===== config.mk =====
export PLATFORM = sky130hd
export DESIGN_NAME = lgs_ram
export DESIGN_NICKNAME = d
export VERILOG_FILES = /design/src/rtl/core/lgs_ram.sv
export SDC_FILE = /design/constraint.sdc
export NUM_CORES = 2
export LEC_CHECK = 0
export BUFFER_PORTS_ARGS = -buffer_cell sky130_fd_sc_hd__buf_2
export CAP_MARGIN = 20
export CORE_ASPECT_RATIO = 0.7
export CORE_UTILIZATION = 55
export DETAILED_ROUTE_END_ITERATION = 10
export HOLD_SLACK_MARGIN = 0.08
export PLACE_DENSITY = 0.71
export SYNTH_ARGS = -nofsm -noshare
export SYNTH_HDL_FRONTEND = slang
export SYNTH_SLANG_ARGS = --single-unit

===== constraint.sdc =====
create_clock -name clk_i -period 7.9 [get_ports clk_i]
set_input_delay 1.185 -clock clk_i [delete_from_list [all_inputs] [get_ports clk_i]]
set_output_delay 1.185 -clock clk_i [all_outputs]
set_load 0.02 [all_outputs]

===== src/rtl/core/lgs_ram.sv =====
// Generic single-clock RAM with one write port and one registered read port.
// No dependencies.
`default_nettype none

module lgs_ram #(
  parameter int WIDTH = 64,
  parameter int DEPTH = 64
) (
  input  wire logic                     clk_i,
  input  wire logic                     we_i,
  input  wire logic [$clog2(DEPTH)-1:0] waddr_i,
  input  wire logic [WIDTH-1:0]         wdata_i,
  input  wire logic                     re_i,
  input  wire logic [$clog2(DEPTH)-1:0] raddr_i,
  output logic      [WIDTH-1:0]         rdata_o
);

  logic [WIDTH-1:0] mem [DEPTH];
  logic [WIDTH-1:0] rdata_q;

  always_ff @(posedge clk_i) begin
    if (we_i) begin
      mem[waddr_i] <= wdata_i;
    end
    if (re_i) begin
      rdata_q <= mem[raddr_i];
    end
  end

  assign rdata_o = rdata_q;

endmodule

`default_nettype wire


==> impl_results.md <==
- Mapped Area: 0.157 mm^2
- Clk_skew: 43.1 ps
- Sequential share of the synthesized area: 0.796
- WHS Path Cells: 1
- Gate count of the mapped netlist: 6,598
- First-pass GRT wire length: 591,000 um
- Element type at the critical path end: register
- Max-cap check violation count: 0
- Warnings, synthesis: 0
- Pre-antenna DRT Iters: 9
- Worst vdd ir: 220 uV
- CP arrival: 4670 ps
- Total I/O pin count: 143
- Synth Area in XOR/XNOR: 0
- Dpl hpwl: 226,000 um
- Final Wtd Congestion: 0.802
- Max-slew violation count: 0
- Initial Utilization: 0.555
- Post-route cell area: 0.175 mm^2
- Area growth syn-to-layout: 11.5%
- Placed Area: 0.163 mm^2
- Initial antenna violation count: 48
- Nets: 7,037
- Dpl cells: 10,400
- Row count: 163
- Die Ht: 449 um
- Setup Buffers After CTS: 0
- R2R Path End: rdata_o[12]
- WL final: 427,000 um
- Detailed Route Iter0 Violations: 12,500
- Final setup vio count: 0
- Sw Share: 0.210
- CTS clock-pin slew for the worst setup and hold paths: 60 ps
- Post-synthesis simple-gate area fraction: 0.0123
- CP bufs+invs: 2
- CTS tree: yes
- Hold_buf cts: 0
- Post-CTS sizing: 0
- Slowest CP cell: nor2b_4
- Flop and latch count out of synthesis: 4,160
- Share of cells above drive strength 1: 0.273
- Setup TNS: 0 ps
- GR Overflow Total: 0
- Main combinational cell family by area after synthesis: multiplexers
- Worst r2r src: mem[8][12]
- Die width: 641 um
- Yosys top cell area share: 0.796
- Hold path endpoint: mem[46][13]
- Post-synth top area cell: edfxtp_1
- Endpoints failing hold: 0
- GRT Total Usage: 0.297
- Async set-reset flop share out of synthesis: 0
- Comb power frac: 0.048
- Predominant post-synthesis flop cell: edfxtp_1
- Family with the most delay on the worst path: simple AND/OR/NAND/NOR gates
- Fin crit period: 4060 ps
- Tot Pwr: 44.2 mW
- CTS max path bufs: 4
- Worst path max stage delay: 1050 ps
- Register-to-Register Path Depth: 5
- Full die area: 0.288 mm^2
- Mapped Nets: 6,677
- Pwr dens: 253 mW/mm^2
- Internal power: 34.9 mW
- Number of CTS-inserted buffers: 372
- DRC viols: 18
- Compound-Gate Fraction of Synth Area: 0.0247
- Fin cells: 11,100
- Sequential cell area: 0.125 mm^2
- Post-synth EDFFs: 4,160
- Crit path cell chain: buf_8 -> nor2b_4 -> buf_4 -> a22oi_1 -> and3_1 -> a211oi_1
- Net switching power: 9.27 mW
- Setup ws final: 3840 ps
- Violated checks: DRC
- Nature of the critical path startpoint: input pin
- Vias in the first global route: 75,400
- Largest net degree at the start of global routing: 136
- Util after Layout: 0.619
- Antenna-violating nets left: 0
- Top cells by area, synth: edfxtp_1, mux4_2, mux2i_1
- Slew headroom: 0.180
- Status: finished, violations left
- Clock Tree Root: clkbuf_16
- Seq pwr share: 0.556
- WP data required: 8510 ps
- Vias per inst: 7.00
- Clock sink total: 4,160
- Clk_lat worst skew: 920 ps
- Synth Area in Adders: 0
- RSZ-0062 raised after global routing: no
- Via count: 77,300
- Cell variety after synth: 32
- Worst Max-Slew Pin Slew: 1230 ps
- H-tree depth: 5
- Area of the multi-input gates: 0.0308 mm^2
- Maximum fanout along the worst path: 67
- DR WL/cell: 38.6 um
- Number of I/O port buffers: 142
- Reg-to-reg slack, setup: 5630 ps
- Period utilisation layout: 0.514
- Fill cells: 18,500
- Clock power share: 0.397
- Hold Startpoint: wdata_i[13]
- P_leak: 54.2 nW
- Mux share of post-synthesis cell area: 0.156
- Crit Path Class: input pin to register
- WHS: 565 ps
- Avg Inst Size Synth: 23.8 um^2
- Core Area: 0.283 mm^2
- Hold WC Path Type: input pin to register
- Pre-CTS setup slack: 2970 ps
- Maximum clock rate: 246 MHz
==> final cells by class <==
cell class	instances	share of cell area
Tap cell	3795	0.0271
Clock buffer	458	0.0563
Timing Repair Buffer	356	0.0174
Inverter	19	0.000407
Clock inverter	193	0.00920
Multi-Input combinational cell	2049	0.176
Sequential cell	4160	0.713
Antenna cell	24	0.000343
==> metal layers <==
metal	wire length [um]	share of wire	vias up	track usage
met5	150	0.00035	-	0
met4	14800	0.035	24	0.0990
met3	61600	0.14	907	0.0788
met2	186000	0.43	6062	0.418
met1	165000	0.39	41100	0.458
li1	-	-	29200	-
==> cells by family after synthesis <==
group	count (synthesis)
AOI/OAI and AO/OA	504
buffers and inverters	389
DFF	4160
muxes	1159
and+or+nand+nor	386
==> power by group through the flow <==
stage	logic, mW	registers, mW	clock network [mW]
6_report	2.10	24.6	17.5
3_5_place_dp	2.06	25.1	0
2_1_floorplan	1.14	25.0	0
5_1_grt	2.20	24.6	18.4
3_3_place_gp	2.02	25.1	0
4_1_cts	2.06	24.6	17.6
==> cells in the mapped netlist (all sizes together) (2+ instances only) <==
| library cell | n |
|---|---|
| nor2b | 28 |
| or2 | 28 |
| a22oi | 168 |
| mux4 | 1024 |
| or3 | 29 |
| nand2 | 58 |
| a211oi | 63 |
| o221ai | 38 |
| edfxtp | 4160 |
| a41oi | 26 |
| inv | 19 |
| o22ai | 83 |
| nor3 | 2 |
| nand4 | 2 |
| a22o | 88 |
| mux2i | 135 |
| buf | 230 |
| nor2 | 112 |
| a31oi | 18 |
| nand3b | 2 |
| nand2b | 11 |
| a2bb2oi | 19 |
| and3 | 64 |
| clkbuf | 140 |
| nand3 | 45 |
| and2 | 3 |
==> worst max-delay path by stage <==
stage / slack, ps / startpoint / end / cells past startpoint
after floorplan: 1280 / waddr_i[3] / mem[48][0] / 4
after global placement: 3000 / raddr_i[2] / rdata_o[52] / 7
after detailed placement: 2970 / raddr_i[2] / rdata_o[52] / 7
after CTS: 3930 / raddr_i[2] / rdata_o[52] / 7
after global routing: 3820 / raddr_i[2] / rdata_o[52] / 7
final: 3840 / raddr_i[2] / rdata_o[3] / 6
==> layout by cell type, fill, tap and decap left out, types with 26 or more instances in the layout <==
cell,netlist,layout
clkbuf_16,0,383
bufinv_16,0,26
nand2_1,58,55
nor2_1,112,47
buf_4,34,163
clkinv_2,0,61
clkbuf_1,140,75
o22ai_1,83,83
buf_12,0,47
nand3_1,45,45
and3_1,64,64
a22o_1,88,88
mux4_2,1024,1024
or3_1,29,29
a211oi_1,63,63
clkinv_1,0,88
buf_2,170,138
mux2i_1,135,135
or2_2,28,28
a22oi_1,168,168
nor2_4,0,64
a41oi_1,26,26
edfxtp_1,4160,4160
o221ai_1,38,38
==> state kept, by name (all words and copies together), names as in the netlist <==
register  count
mem        4096
rdata_o      64
==> worst reg2reg max path, delay by kind of cell, from the launching register on <==
kind,cells,cell delay [ps]
compound gates,2,830
simple gates,2,370
mux,1,450
flops,1,370
Power figures use the tool's default switching activity.
