File: src/rtl/core/lgs_pkg.sv
// Shared types and constants for the life grid generation step block.
// Field widths, item and register codes, rule constants and the window control struct.
// No dependencies.
`default_nettype none

package lgs_pkg;

  localparam int CFG_W     = 7;
  localparam int CFG_IDX_W = 2;
  localparam int KIND_W    = 2;
  localparam int ROW_W     = 6;
  localparam int COL_W     = 6;
  localparam int NBR_W     = 4;

  localparam logic [KIND_W-1:0] KIND_WRITE   = 2'd0;
  localparam logic [KIND_W-1:0] KIND_READ    = 2'd1;
  localparam logic [KIND_W-1:0] KIND_ADVANCE = 2'd2;

  localparam logic [CFG_IDX_W-1:0] CFG_ROWS = 2'd0;
  localparam logic [CFG_IDX_W-1:0] CFG_COLS = 2'd1;

  localparam logic [CFG_W-1:0] CFG_RESET = 7'd64;

  localparam logic [NBR_W-1:0] SURVIVE_MIN = 4'd2;
  localparam logic [NBR_W-1:0] SURVIVE_MAX = 4'd3;
  localparam logic [NBR_W-1:0] BIRTH_COUNT = 4'd3;

  typedef struct packed {
    logic shift;
    logic first;
  } win_ctrl_t;

endpackage

`default_nettype wire

File: src/rtl/core/lgs_cell.sv
// One column cell: holds the old bits of the rows above and at the current row,
// and applies the B3/S23 rule from its own and its two neighbors' column bits.
// Depends on lgs_pkg.
`default_nettype none

module lgs_cell (
  input  wire logic                clk_i,
  input  wire lgs_pkg::win_ctrl_t  ctrl_i,
  input  wire logic                col_en_i,
  input  wire logic                dn_i,
  input  wire logic [2:0]          left_i,
  input  wire logic [2:0]          right_i,
  output logic      [2:0]          col_o,
  output logic                     next_o
);

  logic                      up_q;
  logic                      cur_q;
  logic                      up_m;
  logic                      cur_m;
  logic                      dn_m;
  logic [lgs_pkg::NBR_W-1:0] count;
  logic                      alive_next;

  always_ff @(posedge clk_i) begin
    if (ctrl_i.shift) begin
      up_q  <= ctrl_i.first ? 1'b0 : cur_q;
      cur_q <= dn_i;
    end
  end

  assign up_m  = up_q & col_en_i;
  assign cur_m = cur_q & col_en_i;
  assign dn_m  = dn_i & col_en_i;
  assign col_o = {up_m, cur_m, dn_m};

  assign count = lgs_pkg::NBR_W'($countones({left_i, right_i, up_m, dn_m}));

  always_comb begin
    if (cur_q) begin
      alive_next = (count == lgs_pkg::SURVIVE_MIN) || (count == lgs_pkg::SURVIVE_MAX);
    end else begin
      alive_next = (count == lgs_pkg::BIRTH_COUNT);
    end
  end

  // Columns outside the grid in use keep their stored value.
  assign next_o = col_en_i ? alive_next : cur_q;

endmodule

`default_nettype wire

File: src/rtl/core/lgs_cell_row.sv
// Row of column cells chained to their left and right neighbors.
// Depends on lgs_pkg and lgs_cell.
`default_nettype none

module lgs_cell_row #(
  parameter int NUM_COLS = 64
) (
  input  wire logic                clk_i,
  input  wire lgs_pkg::win_ctrl_t  ctrl_i,
  input  wire logic [NUM_COLS-1:0] col_en_i,
  input  wire logic [NUM_COLS-1:0] dn_row_i,
  output logic      [NUM_COLS-1:0] next_row_o
);

  logic [2:0] col_bits [NUM_COLS];

  for (genvar c = 0; c < NUM_COLS; c++) begin : g_cell
    logic [2:0] left;
    logic [2:0] right;

    if (c == 0) begin : g_left_edge
      assign left = '0;
    end else begin : g_left
      assign left = col_bits[c-1];
    end

    if (c == NUM_COLS - 1) begin : g_right_edge
      assign right = '0;
    end else begin : g_right
      assign right = col_bits[c+1];
    end

    lgs_cell u_cell (
      .clk_i    (clk_i),
      .ctrl_i   (ctrl_i),
      .col_en_i (col_en_i[c]),
      .dn_i     (dn_row_i[c]),
      .left_i   (left),
      .right_i  (right),
      .col_o    (col_bits[c]),
      .next_o   (next_row_o[c])
    );
  end

endmodule

`default_nettype wire

File: config.mk
export PLATFORM = sky130hd
export DESIGN_NAME = lgs_cell_row
export DESIGN_NICKNAME = d
export VERILOG_FILES = /design/src/rtl/core/lgs_pkg.sv /design/src/rtl/core/lgs_cell.sv /design/src/rtl/core/lgs_cell_row.sv
export SDC_FILE = /design/constraint.sdc
export NUM_CORES = 1
export LEC_CHECK = 0
export BUFFER_PORTS_ARGS = -buffer_cell sky130_fd_sc_hd__buf_2
export CAP_MARGIN = 5
export CORE_ASPECT_RATIO = 0.7
export CORE_MARGIN = 1
export CORE_UTILIZATION = 67
export DETAILED_ROUTE_END_ITERATION = 16
export PLACE_DENSITY = 0.89
export SLEW_MARGIN = 20
export SYNTH_ARGS = -nofsm -noshare
export SYNTH_HDL_FRONTEND = slang
export SYNTH_SLANG_ARGS = --single-unit
File: constraint.sdc
create_clock -name clk_i -period 9.5 [get_ports clk_i]
set_clock_uncertainty 0.05 [all_clocks]
set_input_delay 0.95 -clock clk_i [delete_from_list [all_inputs] [get_ports clk_i]]
set_output_delay 0.95 -clock clk_i [all_outputs]
set_load 0.005 [all_outputs]
==> results.py <==
metrics = {
    "run_status": {
        "status": "completed",
    },
    "floorplan": {
        "core_um2": 27200,
        "die_x_um": 202,
        "io_pins": 195,
        "die_area_um2": 28800,
        "die_h_um": 142,
        "rows": 50,
        "start_util_pct": 69.4,
    },
    "yosys": {
        "synth-seq-area-share_pct": 20.4,
        "yosysWarnings": 0,
        "netlist_area_um2": 18800,
        "syn_nets": 2548,
        "syn_area_per_cell_um2": 9.30,
        "synth_cell_types": 20,
        "syn_inst": 2027,
        "synth-seq-cells": 128,
    },
    "clock_tree": {
        "cts.clk_slew.worst_paths_ns": 0.06,
        "cts_resized": 0,
        "clock_sinks": 128,
        "cts_made_buffers": 17,
        "cts_hold_buffers": 0,
        "cts_tree": "done",
        "htreeDepth": 4,
        "cts_buffer_depth": 2,
        "worstSkewPairLatency_ns": 0.42,
        "post_cts_buffers": 0,
        "clock-root-buffer": "clkbuf_16",
    },
    "worst_setup_path": {
        "slowest_stage": "fa_1",
        "crit_path_end_kind": "primary output",
        "cp_common_cell": "fa_1",
        "cp_slowest_stage_delay_ns": 0.56,
        "reg2regPathDepth": 1,
        "required_ns": 8.50,
        "crit_arrival_ns": 3.70,
        "path_max_fanout": 5,
        "startpoint_type": "input pin",
        "path_cells": "buf_2, and2_1, ha_1, fa_1, fa_1, ha_1, inv_1, fa_1, nand3_1, a21oi_1, buf_2",
        "crit_type": "input pin to primary output",
    },
    "sta": {
        "setup-tns-final_ns": 0,
        "min_period_over_period_pct": 49.5,
        "grt_setup_unrepaired": "no",
        "final-setup-viol-count": 0,
        "hold_violations": 0,
        "clock.fmax_mhz": 213,
        "slew-limit-headroom_pct": 29.4,
        "worst_pin_slew_ns": 1.06,
        "drv_slew": 0,
        "period_minus_slack_ns": 4.70,
    },
    "power": {
        "intPower_mw": 1.50,
        "vdd_drop_max_uv": 119,
        "leakagePower_nw": 9.80,
        "p_per_area_nw_per_um2": 117,
        "switchingPower_mw": 0.841,
        "clockPowerShare_pct": 28.3,
        "power.share.sequential_pct": 31.3,
        "combPwrFrac_pct": 40.4,
        "switching_share_pct": 36.0,
        "total_power_mw": 2.34,
    },
    "global_routing": {
        "grt_max_degree": 75,
        "grt.total_usage_pct": 28.2,
        "grt_first_pass_wirelength_mm": 65.1,
        "antenna_found_initial": 4,
        "grt_pass1_vias": 14100,
        "grt-ovfl-total": 0,
    },
    "job": {
        "cap_violations": 0,
    },
    "routing": {
        "routed_via_density": 5.45,
        "routed_wl_mm": 38.6,
        "wl_met1_mm": 16.5,
        "drc_errors": 0,
        "ant_nets": 0,
        "routed-wl-met3_mm": 2.13,
        "avgRoutedWirePerCell_um": 15.5,
        "drt-initial-drc-count": 790,
        "dr_wl_met2_mm": 19.3,
        "top_layer": "met4",
        "vias": 13600,
        "dr.pass1.iters": 5,
    },
    "hold_path": {
        "min_path_cells": 1,
        "hold_path.class": "flip-flop to flip-flop",
    },
    "layout": {
        "multi_input_area_um2": 13000,
        "nets": 2635,
        "regArea_um2": 3840,
        "area_growth_pct": 6.39,
        "layout_commonest_cell": "inv_1",
        "layout-drive-gt1-share_pct": 10.3,
        "fill_cells": 1932,
        "most-common-layout-cells": "inv_1, fa_1, nand2_1",
    },
    "placement": {
        "io_buffers": 194,
        "post-dp-hpwl_mm": 30.2,
        "gp_congestion": 0.879,
    },
}
cell type report:
cell class | instances | area share (%)
multi-input combinational | 1441 | 64.6
sequential | 128 | 19.2
inverter | 330 | 6.18
timing repair buffer | 196 | 4.95
tap | 364 | 2.27
clock buffer | 21 | 2.20
clock inverter | 10 | 0.593
antenna | 4 | 0.0499
cells by family after synthesis:
logic type | synth area share [%]
buffers and inverters | 10.9
AO/OA/AOI/OAI | 3.56
flip-flops | 20.4
adder cells (fa/ha/maj) | 35.8
AND/OR/NAND/NOR | 18.3
XOR/XNOR | 11.1
per-layer routing:
metal  up-vias  GRT usage, %
li1       6493             -
met2       380          47.9
met5         -             0
met4         0          8.71
met1      6655          37.2
met3        58          4.85
worst max-delay path, delay by kind of cell:
family | cells | cell delay [ns]
and+or+nand+nor | 2 | 0.28
buffers and inverters | 3 | 0.33
AOI/OAI and AO/OA | 1 | 0.22
adders and majority gates | 5 | 1.94
synthesized netlist by cell type (all sizes together):
cell type / n / share of area, %
buf: 128 / 4.3
a31oi: 4 / 0.13
xor2: 178 / 8.3
a21o: 2 / 0.080
nand2: 235 / 4.7
edfxtp: 128 / 20
nand2b: 2 / 0.066
and2: 78 / 2.6
xnor2: 60 / 2.8
inv: 330 / 6.6
nor2: 60 / 1.2
nand3: 67 / 1.8
a21oi: 126 / 3.3
nor2b: 64 / 2.1
and3: 175 / 5.8
fa: 250 / 27
ha: 140 / 9.3
power by group through the flow:
stage,Clock [mW],Sequential (mW),Combinational [mW]
2_1_floorplan,0,0.725,0.745
5_1_grt,0.693,0.740,1.10
3_3_place_gp,0,0.738,0.873
6_report,0.661,0.733,0.945
3_5_place_dp,0,0.742,0.943
4_1_cts,0.674,0.731,0.954
state kept, by name (all words and copies together), names as in the netlist:
name	count
g_cell.u_cell.up_q	64
g_cell.u_cell.cur_q	64
metrics by stage:
step / area (µm²) / worst slack (ns) / hold WS [ns] / std cells / utilization [%]
final: 20100 / 4.80 / 0.558 / 2494 / 73.9
after global routing: 20000 / 4.66 / 0.595 / 2492 / 73.8
after CTS: 20000 / 4.81 / 0.568 / 2490 / 73.8
after detailed placement: 19500 / 4.87 / 0.538 / 2459 / 71.8
after global placement: 19500 / 4.90 / 0.538 / 2459 / 71.8
after floorplan: 18800 / 5.09 / 0.503 / 2027 / -
final timing paths:
| path | end | from | slack [ns] |
|---|---|---|---|
| setup / recovery | next_row_o[62] | col_en_i[63] | 4.80 |
| setup reg to reg | g_cell[50].u_cell.up_q | g_cell[50].u_cell.cur_q | 8.47 |
| hold reg to reg | g_cell[0].u_cell.up_q | g_cell[0].u_cell.cur_q | 0.56 |
| hold / removal | g_cell[0].u_cell.up_q | g_cell[0].u_cell.cur_q | 0.56 |
(Power assumes the default switching activity.)
